File: src/hdl/mtep_pkg.sv
//------------------------------------------------------------------------------
// MIDI track event parser package
// Word types, parser state and the codes shared by the parser modules.
//------------------------------------------------------------------------------
`timescale 1ns / 1ps

package mtep_pkg;

	typedef struct packed {
		logic [7:0] data_byte;
		logic       track_start;
	} in_word_t;

	typedef struct packed {
		logic [27:0] delta_time;
		logic [2:0]  event_kind;
		logic [3:0]  status_nibble;
		logic [3:0]  channel;
		logic [6:0]  first_data;
		logic [6:0]  second_data;
		logic [7:0]  meta_type;
		logic [23:0] tempo_us;
		logic        target_match;
		logic        target_on;
	} out_word_t;

	typedef struct packed {
		logic [3:0]  phase;
		logic [27:0] vlq_accum;
		logic [27:0] held_delta;
		logic [7:0]  running_status;
		logic [6:0]  held_data;
		logic [7:0]  held_meta_type;
		logic [27:0] skip_left;
		logic [23:0] tempo_accum;
	} parse_state_t;

	localparam logic [3:0] PH_DELTA      = 4'd0;
	localparam logic [3:0] PH_STATUS     = 4'd1;
	localparam logic [3:0] PH_META_TYPE  = 4'd2;
	localparam logic [3:0] PH_META_LEN   = 4'd3;
	localparam logic [3:0] PH_SYSEX_LEN  = 4'd4;
	localparam logic [3:0] PH_SKIP_META  = 4'd5;
	localparam logic [3:0] PH_SKIP_SYSEX = 4'd6;
	localparam logic [3:0] PH_TEMPO      = 4'd7;
	localparam logic [3:0] PH_DATA1      = 4'd8;
	localparam logic [3:0] PH_DATA2      = 4'd9;

	localparam logic [2:0] KIND_NOTE_OFF  = 3'd0;
	localparam logic [2:0] KIND_NOTE_ON   = 3'd1;
	localparam logic [2:0] KIND_OTHER_CH  = 3'd2;
	localparam logic [2:0] KIND_TEMPO     = 3'd3;
	localparam logic [2:0] KIND_OTHER_META = 3'd4;
	localparam logic [2:0] KIND_SYSEX     = 3'd5;

	localparam logic [7:0] STATUS_META  = 8'hFF;
	localparam logic [7:0] STATUS_SYSEX = 8'hF0;
	localparam logic [7:0] META_TEMPO   = 8'h51;

	localparam logic [3:0] NIB_NOTE_OFF  = 4'h8;
	localparam logic [3:0] NIB_NOTE_ON   = 4'h9;
	localparam logic [3:0] NIB_PROGRAM   = 4'hC;
	localparam logic [3:0] NIB_PRESSURE  = 4'hD;
	localparam logic [3:0] NIB_SYSTEM    = 4'hF;

	localparam logic [6:0] TARGET_KEY_RST = 7'd60;

	localparam parse_state_t PARSE_CLEAR = '{
		phase:          PH_DELTA,
		vlq_accum:      28'd0,
		held_delta:     28'd0,
		running_status: 8'd0,
		held_data:      7'd0,
		held_meta_type: 8'd0,
		skip_left:      28'd0,
		tempo_accum:    24'd0
	};

endpackage

File: src/hdl/mtep_step.sv
//------------------------------------------------------------------------------
// MIDI track event parser step
// Next parser state and the event word, if any, for one track byte.
//------------------------------------------------------------------------------
`timescale 1ns / 1ps

module mtep_step import mtep_pkg::*; (
	input  parse_state_t state_q,
	input  in_word_t     word,
	input  logic [6:0]   target_key,
	output parse_state_t state_d,
	output logic         res_valid,
	output out_word_t    res
);

	parse_state_t cur;
	logic [7:0]   b;
	logic [27:0]  acc;
	logic [27:0]  skip_dec;
	logic [23:0]  tempo_n;
	logic [3:0]   rs_nib;

	function automatic out_word_t make_res(
		input logic [27:0] delta,
		input logic [2:0]  kind,
		input logic [3:0]  nib,
		input logic [3:0]  ch,
		input logic [6:0]  d1,
		input logic [6:0]  d2,
		input logic [7:0]  mt,
		input logic [23:0] tempo,
		input logic [6:0]  key
	);
		out_word_t r;
		r.delta_time    = delta;
		r.event_kind    = kind;
		r.status_nibble = nib;
		r.channel       = ch;
		r.first_data    = d1;
		r.second_data   = d2;
		r.meta_type     = mt;
		r.tempo_us      = tempo;
		r.target_match  = (nib == NIB_NOTE_ON) && (d1 == key);
		r.target_on     = r.target_match && (d2 != 7'd0);
		return r;
	endfunction

	function automatic logic [2:0] chan_kind(input logic [3:0] nib);
		if (nib == NIB_NOTE_OFF) begin
			return KIND_NOTE_OFF;
		end else if (nib == NIB_NOTE_ON) begin
			return KIND_NOTE_ON;
		end
		return KIND_OTHER_CH;
	endfunction

	assign cur      = word.track_start ? PARSE_CLEAR : state_q;
	assign b        = word.data_byte;
	assign acc      = {cur.vlq_accum[20:0], b[6:0]};
	assign skip_dec = cur.skip_left - 28'd1;
	assign tempo_n  = {cur.tempo_accum[15:0], b};
	assign rs_nib   = cur.running_status[7:4];

	always_comb begin
		state_d   = cur;
		res_valid = 1'b0;
		res       = '0;
		case (cur.phase)
			PH_STATUS: begin
				if (!b[7]) begin
					if (cur.running_status == 8'd0) begin
						state_d.phase     = PH_DELTA;
						state_d.vlq_accum = 28'd0;
					end else if (rs_nib == NIB_PROGRAM || rs_nib == NIB_PRESSURE) begin
						res_valid = 1'b1;
						res = make_res(cur.held_delta, chan_kind(rs_nib), rs_nib,
							cur.running_status[3:0], b[6:0], 7'd0, 8'd0, 24'd0, target_key);
						state_d.phase     = PH_DELTA;
						state_d.vlq_accum = 28'd0;
					end else begin
						state_d.held_data = b[6:0];
						state_d.phase     = PH_DATA2;
					end
				end else if (b == STATUS_META) begin
					state_d.running_status = 8'd0;
					state_d.phase          = PH_META_TYPE;
				end else if (b >= STATUS_SYSEX) begin
					state_d.running_status = 8'd0;
					state_d.vlq_accum      = 28'd0;
					state_d.phase          = PH_SYSEX_LEN;
				end else begin
					state_d.running_status = b;
					state_d.phase          = PH_DATA1;
				end
			end
			PH_META_TYPE: begin
				state_d.held_meta_type = b;
				state_d.tempo_accum    = 24'd0;
				state_d.vlq_accum      = 28'd0;
				state_d.phase          = PH_META_LEN;
			end
			PH_META_LEN, PH_SYSEX_LEN: begin
				if (b[7]) begin
					state_d.vlq_accum = acc;
				end else begin
					state_d.skip_left = acc;
					state_d.vlq_accum = 28'd0;
					if (acc == 28'd0) begin
						res_valid     = 1'b1;
						state_d.phase = PH_DELTA;
						if (cur.phase == PH_SYSEX_LEN) begin
							res = make_res(cur.held_delta, KIND_SYSEX, NIB_SYSTEM, 4'd0,
								7'd0, 7'd0, 8'd0, 24'd0, target_key);
						end else if (cur.held_meta_type == META_TEMPO) begin
							res = make_res(cur.held_delta, KIND_TEMPO, NIB_SYSTEM, 4'd0,
								7'd0, 7'd0, cur.held_meta_type, cur.tempo_accum, target_key);
						end else begin
							res = make_res(cur.held_delta, KIND_OTHER_META, NIB_SYSTEM, 4'd0,
								7'd0, 7'd0, cur.held_meta_type, 24'd0, target_key);
						end
					end else if (cur.phase == PH_SYSEX_LEN) begin
						state_d.phase = PH_SKIP_SYSEX;
					end else if (cur.held_meta_type == META_TEMPO) begin
						state_d.phase = PH_TEMPO;
					end else begin
						state_d.phase = PH_SKIP_META;
					end
				end
			end
			PH_TEMPO, PH_SKIP_META, PH_SKIP_SYSEX: begin
				state_d.skip_left = skip_dec;
				if (cur.phase == PH_TEMPO) begin
					state_d.tempo_accum = tempo_n;
				end
				if (skip_dec == 28'd0) begin
					res_valid         = 1'b1;
					state_d.phase     = PH_DELTA;
					state_d.vlq_accum = 28'd0;
					if (cur.phase == PH_SKIP_SYSEX) begin
						res = make_res(cur.held_delta, KIND_SYSEX, NIB_SYSTEM, 4'd0,
							7'd0, 7'd0, 8'd0, 24'd0, target_key);
					end else if (cur.held_meta_type == META_TEMPO) begin
						res = make_res(cur.held_delta, KIND_TEMPO, NIB_SYSTEM, 4'd0,
							7'd0, 7'd0, cur.held_meta_type,
							(cur.phase == PH_TEMPO) ? tempo_n : cur.tempo_accum, target_key);
					end else begin
						res = make_res(cur.held_delta, KIND_OTHER_META, NIB_SYSTEM, 4'd0,
							7'd0, 7'd0, cur.held_meta_type, 24'd0, target_key);
					end
				end
			end
			PH_DATA1: begin
				if (rs_nib == NIB_PROGRAM || rs_nib == NIB_PRESSURE) begin
					res_valid = 1'b1;
					res = make_res(cur.held_delta, chan_kind(rs_nib), rs_nib,
						cur.running_status[3:0], b[6:0], 7'd0, 8'd0, 24'd0, target_key);
					state_d.phase     = PH_DELTA;
					state_d.vlq_accum = 28'd0;
				end else begin
					state_d.held_data = b[6:0];
					state_d.phase     = PH_DATA2;
				end
			end
			PH_DATA2: begin
				res_valid = 1'b1;
				res = make_res(cur.held_delta, chan_kind(rs_nib), rs_nib,
					cur.running_status[3:0], cur.held_data, b[6:0], 8'd0, 24'd0, target_key);
				state_d.phase     = PH_DELTA;
				state_d.vlq_accum = 28'd0;
			end
			default: begin
				if (!b[7]) begin
					state_d.held_delta = acc;
					state_d.vlq_accum  = 28'd0;
					state_d.phase      = PH_STATUS;
				end else begin
					state_d.vlq_accum = acc;
					state_d.phase     = PH_DELTA;
				end
			end
		endcase
	end

endmodule

File: src/hdl/midi_track_event_parser_core.sv
//------------------------------------------------------------------------------
// MIDI track event parser core
// Decodes a track body byte stream into delta-timed channel, meta and sysex
// events, with tempo capture and a note-on match on a programmable key.
//------------------------------------------------------------------------------
// One track byte is taken per clock while in_stall is low; its edge updates
// the parser state and writes any event it completes to the output register,
// or to the spare word when out_stall holds the output. A two-word buffer
// decouples the sides: in_stall rises only when the spare word is occupied,
// so with out_stall low the core sustains one byte per cycle. Users must write
// target_key (address 0) over APB only while the stream is idle; not enforced.
`timescale 1ns / 1ps

module midi_track_event_parser_core import mtep_pkg::*; (
	input  logic        clk,
	input  logic        arst_n,
	input  logic        in_valid,
	output logic        in_stall,
	input  in_word_t    in_data,
	output logic        out_valid,
	input  logic        out_stall,
	output out_word_t   out_data,
	input  logic        psel,
	input  logic        penable,
	input  logic        pwrite,
	input  logic [2:0]  paddr,
	input  logic [31:0] pwdata,
	output logic [31:0] prdata,
	output logic        pready
);

	parse_state_t state_q;
	parse_state_t state_d;
	logic         res_valid;
	out_word_t    res;
	logic [6:0]   target_key_q;
	logic         out_valid_q;
	out_word_t    out_data_q;
	logic         skid_valid_q;
	out_word_t    skid_data_q;
	logic         in_acc;
	logic         out_acc;
	logic         cfg_wr;

	mtep_step u_step (
		.state_q    (state_q),
		.word       (in_data),
		.target_key (target_key_q),
		.state_d    (state_d),
		.res_valid  (res_valid),
		.res        (res)
	);

	assign in_stall  = skid_valid_q;
	assign in_acc    = in_valid && !skid_valid_q;
	assign out_acc   = out_valid_q && !out_stall;
	assign out_valid = out_valid_q;
	assign out_data  = out_data_q;

	assign pready = 1'b1;
	assign cfg_wr = psel && penable && pwrite && !paddr[2];
	assign prdata = paddr[2] ? 32'd0 : {25'd0, target_key_q};

	always_ff @(posedge clk or negedge arst_n) begin
		if (!arst_n) begin
			target_key_q <= TARGET_KEY_RST;
		end else if (cfg_wr) begin
			target_key_q <= pwdata[6:0];
		end
	end

	always_ff @(posedge clk or negedge arst_n) begin
		if (!arst_n) begin
			state_q <= PARSE_CLEAR;
		end else if (in_acc) begin
			state_q <= state_d;
		end
	end

	always_ff @(posedge clk or negedge arst_n) begin
		if (!arst_n) begin
			out_valid_q  <= 1'b0;
			skid_valid_q <= 1'b0;
		end else if (skid_valid_q) begin
			if (out_acc) begin
				skid_valid_q <= 1'b0;
			end
		end else if (in_acc && res_valid) begin
			if (out_valid_q && !out_acc) begin
				skid_valid_q <= 1'b1;
			end else begin
				out_valid_q <= 1'b1;
			end
		end else if (out_acc) begin
			out_valid_q <= 1'b0;
		end
	end

	always_ff @(posedge clk) begin
		if (skid_valid_q) begin
			if (out_acc) begin
				out_data_q <= skid_data_q;
			end
		end else if (in_acc && res_valid) begin
			if (out_valid_q && !out_acc) begin
				skid_data_q <= res;
			end else begin
				out_data_q <= res;
			end
		end
	end

	a_skid_needs_out: assert property (@(posedge clk) disable iff (!arst_n)
		skid_valid_q |-> out_valid_q)
		else $error("spare word held with output register empty");

	a_spill_to_skid: assert property (@(posedge clk) disable iff (!arst_n)
		(in_acc && res_valid && out_valid_q && !out_acc) |=> skid_valid_q)
		else $error("event word lost while output stalled");

	a_event_rearms: assert property (@(posedge clk) disable iff (!arst_n)
		(in_acc && res_valid) |=> (state_q.phase == PH_DELTA && state_q.vlq_accum == 28'd0))
		else $error("parser not back at delta time after an event");

endmodule
File: config.mk
export PLATFORM = sky130hd
export DESIGN_NAME = midi_track_event_parser_core
export DESIGN_NICKNAME = d
export VERILOG_FILES = /design/src/hdl/mtep_pkg.sv /design/src/hdl/mtep_step.sv /design/src/hdl/midi_track_event_parser_core.sv
export SDC_FILE = /design/constraint.sdc
export NUM_CORES = 1
export LEC_CHECK = 0
export BUFFER_PORTS_ARGS = -buffer_cell sky130_fd_sc_hd__buf_2
export CORE_UTILIZATION = 40
export CTS_BUF_LIST = sky130_fd_sc_hd__clkbuf_4 sky130_fd_sc_hd__clkbuf_8 sky130_fd_sc_hd__clkbuf_16
export CTS_CLUSTER_SIZE = 25
export DETAILED_ROUTE_END_ITERATION = 6
export GPL_TIMING_DRIVEN = 1
export PLACE_DENSITY = 0.6
export SYNTH_ARGS = -nofsm -noshare
export SYNTH_HDL_FRONTEND = slang
export SYNTH_SLANG_ARGS = --single-unit
File: constraint.sdc
create_clock -name clk -period 10.4 [get_ports clk]
set_clock_uncertainty 0.05 [all_clocks]
set_input_delay 0 -clock clk [delete_from_list [all_inputs] [get_ports clk]]
set_output_delay 0 -clock clk [all_outputs]
set_load 0.01 [all_outputs]
==> metrics.txt, run 1 <==
result of the run=finished clean; 1st-iter DRT viols=936; count of cells resized by post-cts repair=0; most area-consuming cells after synthesis=sky130_fd_sc_hd__edfxtp_1 35%, sky130_fd_sc_hd__dfrtp_1 22%, sky130_fd_sc_hd__nand2_1 5.7%; Total GRT Usage=20.49%; classification of the worst-slack hold path=primary input to flip-flop; final hold vios=0; root cell of the clock tree=sky130_fd_sc_hd__clkbuf_16; count of fill cells added during filler insertion=3,406; number of distinct library cell variants in the gate-level netlist after synthesis=77; crit path max-delay cell type=sky130_fd_sc_hd__o21ai_4; standard-cell row count=70; area post-placement=15,810 µm²; Detailed Routing Iterations Pass 1=5; detailed-route via count=11.28k; PD cells=151.9 nW/µm²; count of mapped cells out of synthesis=1,417; clock tree from TritonCTS=built; H-tree levels=2; die area=38,080 µm²; worst path cell trace=nand2b_1 -> ha_1 -> nor4b_1 -> and4_1 -> o21ai_0 -> a211oi_1 -> o21bai_4 -> nor4_4 -> nor3_4 -> buf_4 -> o21ai_4 -> buf_4; critical path class=flip-flop to flip-flop; RD Place Congestion=0.9218; footprint of the multi-input gates=5658 µm²; final clock period utilization by the worst path=57.89%; Synth Cell Area=14,920 µm²; largest vdd supply drop=82.07 µV; number of enable-type register cells in the synthesized netlist=174; first-pass GRT wire length=61,760 µm; top-count cell post-synth=sky130_fd_sc_hd__nand2_1; number of remaining DRC errors=0; reg-to-reg slack, setup=4380 ps; proportion of netlist area held by the largest area contributor=35.02%; largest net degree at the start of global routing=81; highest attainable clock frequency=166.1 MHz; width of the die=195.1 µm; maximum net fanout on the critical path=60; Inserted Diodes=0; Max-slew headroom=21.76%; hold buffers post-CTS=18; count of port buffers added during placement=119; Setup crit start kind=flip-flop; synthesized area per cell=10.53 µm²; per-cell routed wire length=19.15 µm; layout cell share with drive strength beyond 1=17.02%; number of max-cap violations=0; Worst path most repeated cell=sky130_fd_sc_hd__buf_4; register area=8658 µm²; transition at the pin with the smallest max-transition slack=1165 ps; Setup-failing EPs final=0; maximum clock path buffer count=3; final count of pins violating max slew=0; category of the worst setup path capture point=flip-flop; arrival time reported for the critical path endpoint=6110 ps; cell type contributing the most total cell area after synthesis=sky130_fd_sc_hd__edfxtp_1; core region area=36,700 µm²; total power=0.002591 W; die height=195.1 µm; leakage component of the power=6.787 nW; top post-synthesis cells by count=225 x sky130_fd_sc_hd__nand2_1, 174 x sky130_fd_sc_hd__edfxtp_1, 133 x sky130_fd_sc_hd__dfrtp_1; aggregate global routing overflow=0; required time at the worst-slack endpoint=10,490 ps; clock tree sinks=311; largest incremental delay on the critical path=850 ps; Boundary Pins=173; WL final=38,440 µm; effective utilization at floorplan=40.66%; number of clock buffers inserted by TritonCTS=34; warnings from Yosys=0; Syn-to-layout area delta=14.31%; FF+latch count, synth=311; later-pin clock latency in the skew report=520 ps; fraction of the yosys area taken by sequential cells=58.03%; antenna violations before repair=0; total half-perimeter wirelength after legalization and detailed placement=24,320 µm; Antenna Nets Post-Route=0; prevailing post-synth register cell=sky130_fd_sc_hd__edfxtp_1; setup repair after global routing missed its margin=no; post-CTS setup repair buffer count=0; fraction of registers with async set or reset after synthesis=44.05%; Post-Layout Inst Area=17,060 µm²; CTS clock-pin slew for the worst setup and hold paths=60 ps; number of global-route vias before repair=10.77k; average via count per standard cell=5.619; fin crit period=6021 ps; setup TNS=0 ps; number of nets in the finished design=1,567
-- cell type report --
cell class,count,share of cell area [%]
Clock buffer,50,5.906
Clock inverter,11,0.3448
Inverter,37,0.8217
Multi-Input combinational cell,971,33.17
Sequential cell,311,50.77
Tap cell,468,3.433
Timing Repair Buffer,159,5.554
-- cells by family after synthesis --
group | count (synthesis) | synth area share (%)
adders and majority gates | 2 | 0.1677
buffers and inverters | 159 | 4.947
DFF | 311 | 58.03
other | 2 | 0.05033
and+or+nand+nor | 537 | 17.76
AOI/OAI and AO/OA | 360 | 15.82
muxes | 34 | 2.516
xor gates and xnor gates | 12 | 0.7045
-- power by group --
part	total (W)	internal [W]	switching (W)	leakage, nW
combinational	0.000116	0.0000411	0.0000749	2.98
clock	0.00115	0.000674	0.000472	0.543
sequential	0.00133	0.00131	0.0000206	3.26
total	0.00259	0.00202	0.000568	6.79
-- stage by stage --
stage / util (%) / hold WS (ps) / cells / setup WS (ps)
2_1_floorplan: - / -345.6 / 1441 / 2078
3_3_place_gp: 43.08 / 65.45 / 1928 / 4267
3_5_place_dp: 43.08 / 66.66 / 1928 / 4179
4_1_cts: 46.47 / 25.22 / 2007 / 4302
5_1_grt: 46.47 / 56.64 / 2007 / 3847
6_report: 46.47 / 41.87 / 2007 / 4379
-- critical path, delay by kind of cell, from the launching register on --
family | cells | cell delay, ps
compound gates | 4 | 1880
simple gates | 5 | 1620
buf+inv | 2 | 1030
flops | 1 | 490
fa+ha+maj | 1 | 460
-- layout by cell type, fill, tap and decap left out, types with 26 or more instances in the layout --
| cell type | count |
|---|---|
| sky130_fd_sc_hd__a22o_1 | 55 |
| sky130_fd_sc_hd__dfrtp_1 | 133 |
| sky130_fd_sc_hd__nor2_1 | 99 |
| sky130_fd_sc_hd__clkbuf_16 | 35 |
| sky130_fd_sc_hd__edfxtp_1 | 174 |
| sky130_fd_sc_hd__inv_1 | 36 |
| sky130_fd_sc_hd__nor2b_1 | 53 |
| sky130_fd_sc_hd__a31oi_1 | 35 |
| sky130_fd_sc_hd__buf_2 | 118 |
| sky130_fd_sc_hd__nand2_1 | 225 |
| sky130_fd_sc_hd__conb_1 | 26 |
| sky130_fd_sc_hd__o21ai_0 | 131 |
| sky130_fd_sc_hd__mux2_2 | 28 |
-- worst paths after layout --
| check | start | to | cells after the start |
|---|---|---|---|
| min in group asynchronous | arst_n | target_key_q[0] | 2 |
| worst min-delay path | in_data[0] | state_q[94] | 2 |
| worst min register to register | state_q[20] | state_q[20] | 1 |
| worst max register to register | state_q[24] | out_data[13] | 12 |
| worst max-delay path | state_q[24] | out_data[13] | 12 |
| max in group asynchronous | arst_n | state_q[118] | 3 |
-- per-layer routing --
layer	vias up	GRT usage (%)	share of wire [%]
li1	5323	-	-
met1	5550	29.73	47
met4	0	7.174	2.6
met2	337	31.68	46
met5	-	0	0
met3	67	2.504	4.7
-- registers in the layout, indices dropped and copies added (netlist names) --
register,cells
in_stall,1
out_data,87
out_valid,1
skid_data_q,87
state_q,128
target_key_q,7
No activity file was read; power rests on OpenSTA's default activity.
==> inputs of run 2 (changes only) <==
Clock period 10.4 ns to 5.3 ns, I/O delays scaled along.
==> run 2 against run 1 <==
  * Sequential power increased by 96%
  * Register-to-register slack lost 3300 ps
  * First-iteration DRC count is 16% higher
  * Sequential share of layout area fell by 0.45 points
  * Combinational power up 98%
  * Setup slack got worse by 3300 ps
  * Via count is 0.92% lower
  * Non-clock buffer count is 4 higher
  * Global-route usage fell by 0.39 points
  * Wire length shrank 0.82%
  * Die area stayed put
  * Critical path depth shrank 4
  * Critical endpoint is now state_q[110]
  * Largest power group unchanged
  * Highest routed layer unchanged
==> metrics.txt, run 2 (same netlist as run 1, synthesis figures left out) <==
later-pin clock latency in the skew report=520 ps; layout cell share with drive strength beyond 1=17.56%; worst-case hold slack=27.04 ps; aggregate global routing overflow=0; number of nets in the finished design=1,571; WL final=38,120 µm; maximum clock path buffer count=3; gate family responsible for the most delay along the worst path=simple AND/OR/NAND/NOR gates; standard-cell row count=70; Cells after DPL=1,930; crit path max-delay cell type=sky130_fd_sc_hd__nor4_4; average via count per standard cell=5.556; internal cell power=0.004033 W; first-pass GRT wire length=60,930 µm; count of fill cells added during filler insertion=3,353; Setup-failing EPs final=0; Top reg by flops=state_q; H-tree levels=2; number of max-cap violations=0; detailed-route via count=11.17k; arrival time reported for the critical path endpoint=4550 ps; width of the die=195.1 µm; post-CTS setup repair buffer count=0; root cell of the clock tree=sky130_fd_sc_hd__clkbuf_16; hold buffers post-CTS=20; setup repair after global routing missed its margin=no; P_sw=0.001143 W; count of port buffers added during placement=119; fin crit period=4248 ps; final clock period utilization by the worst path=80.15%; commonest cells after routing, fill and taps aside=225 x sky130_fd_sc_hd__nand2_1, 174 x sky130_fd_sc_hd__edfxtp_1, 133 x sky130_fd_sc_hd__dfrtp_1, 130 x sky130_fd_sc_hd__o21ai_0, 118 x sky130_fd_sc_hd__buf_2; classification of the worst-slack hold path=primary input to flip-flop; largest vdd supply drop=177.6 µV; count of cells resized by post-cts repair=0; maximum net fanout on the critical path=21; Antenna Nets Post-Route=0; result of the run=finished clean; largest net degree at the start of global routing=88; Max-slew headroom=29.78%; final count of pins violating max slew=0; highest attainable clock frequency=235.4 MHz; RD Place Congestion=0.8742; number of clock buffers inserted by TritonCTS=34; number of remaining DRC errors=0; die height=195.1 µm; setup TNS=0 ps; portion of total power attributed to sequential cells=50.3%; Inserted Diodes=0; flip-flop count of the largest register, all copies and words added=128; core region area=36,700 µm²; clock tree sinks=311; antenna violations before repair=0; worst path cell trace=or4_4 -> or3_4 -> o31a_1 -> or3_1 -> o21bai_4 -> nor4_4 -> o21a_1 -> o21ai_0; per-cell routed wire length=18.96 µm; CTS clock-pin slew for the worst setup and hold paths=60 ps; leakage component of the power=6.840 nW; category of the worst setup path capture point=flip-flop; proportion of power drawn by combinational gates=4.4%; Total GRT Usage=20.10%; Post-Layout Inst Area=17,210 µm²; total half-perimeter wirelength after legalization and detailed placement=23,790 µm; Setup crit start kind=flip-flop; Syn-to-layout area delta=15.33%; commonest non-fill, non-tap cell in the layout=sky130_fd_sc_hd__nand2_1; die area=38,080 µm²; critical path class=flip-flop to flip-flop; final hold vios=0; fraction of power spent switching nets=22.08%; final cell count without fillers=2,011; number of global-route vias before repair=10.63k; 1st-iter DRT viols=1,090; PD cells=300.8 nW/µm²; effective utilization at floorplan=40.66%; required time at the worst-slack endpoint=5600 ps; largest incremental delay on the critical path=710 ps; CP Buf/Inv Count=0; Boundary Pins=173; clock tree from TritonCTS=built; transition at the pin with the smallest max-transition slack=1049 ps; area post-placement=15,900 µm²; share of power burned in the clock network=45.2%; Detailed Routing Iterations Pass 1=5
-- run 2: cell count changes in the layout (fill, tap and decap cells not counted), moves of 2 or more --
cell                            previous run  this run
sky130_fd_sc_hd__a211oi_1                  3         1
sky130_fd_sc_hd__dlygate4sd3_1            18        20
sky130_fd_sc_hd__a211oi_2                  1         3
sky130_fd_sc_hd__nand2b_1                 12        10
sky130_fd_sc_hd__nand2b_4                  0         2
sky130_fd_sc_hd__clkinv_2                  8         6
sky130_fd_sc_hd__buf_12                    0         2
-- run 2: worst paths after layout --
kind | end | depth (start not counted) | startpoint | slack, ps
max reg2reg | state_q[110] | 8 | state_q[25] | 1050
min | state_q[25] | 6 | in_data[0] | 30
max in group asynchronous | state_q[64] | 3 | arst_n | 3900
min in group asynchronous | state_q[28] | 2 | arst_n | 60
max | state_q[110] | 8 | state_q[25] | 1050
min reg2reg | state_q[17] | 1 | state_q[17] | 450
-- run 2: routing by layer --
layer | track usage (%) | share of wire (%)
met5 | 0 | 0
met4 | 6.095 | 2.2
met3 | 2.884 | 5.7
met2 | 31.07 | 45
met1 | 29.23 | 47
-- run 2: final cells by class --
class | instances | area [µm²] | area share [%]
clock buffer | 50 | 1013 | 5.890
clock inverter | 11 | 91.34 | 0.5308
inverter | 37 | 140.1 | 0.8144
multi-input combinational | 971 | 5712 | 33.19
sequential | 311 | 8658 | 50.32
tap | 468 | 585.6 | 3.403
timing repair buffer | 163 | 1007 | 5.853
-- run 2: worst reg2reg max path, cell delays in order, from the launching register on --
cell,delay (ps)
sky130_fd_sc_hd__dfrtp_1,480
sky130_fd_sc_hd__or4_4,610
sky130_fd_sc_hd__or3_4,470
sky130_fd_sc_hd__o31a_1,300
sky130_fd_sc_hd__or3_1,370
sky130_fd_sc_hd__o21bai_4,260
sky130_fd_sc_hd__nor4_4,720
sky130_fd_sc_hd__o21a_1,660
sky130_fd_sc_hd__o21ai_0,190
-- run 2: metrics by stage --
stage / power, W / setup slack [ps] / utilization [%]
floorplan: 0.002792 / -119.9 / -
global placement: 0.002869 / 1137 / 43.33
detailed placement: 0.002872 / 1077 / 43.33
CTS: 0.005222 / 1065 / 46.89
global route: 0.005340 / 743.2 / 46.89
finish: 0.005176 / 1052 / 46.89
-- run 2: power by group through the flow --
stage                     registers [W]  logic, W  clock network, W
after floorplan                 0.00263  0.000158                 0
final                           0.00261  0.000230           0.00234
after global routing            0.00261  0.000252           0.00248
after detailed placement        0.00265  0.000219                 0
after CTS                       0.00261  0.000230           0.00239
after global placement          0.00265  0.000217                 0
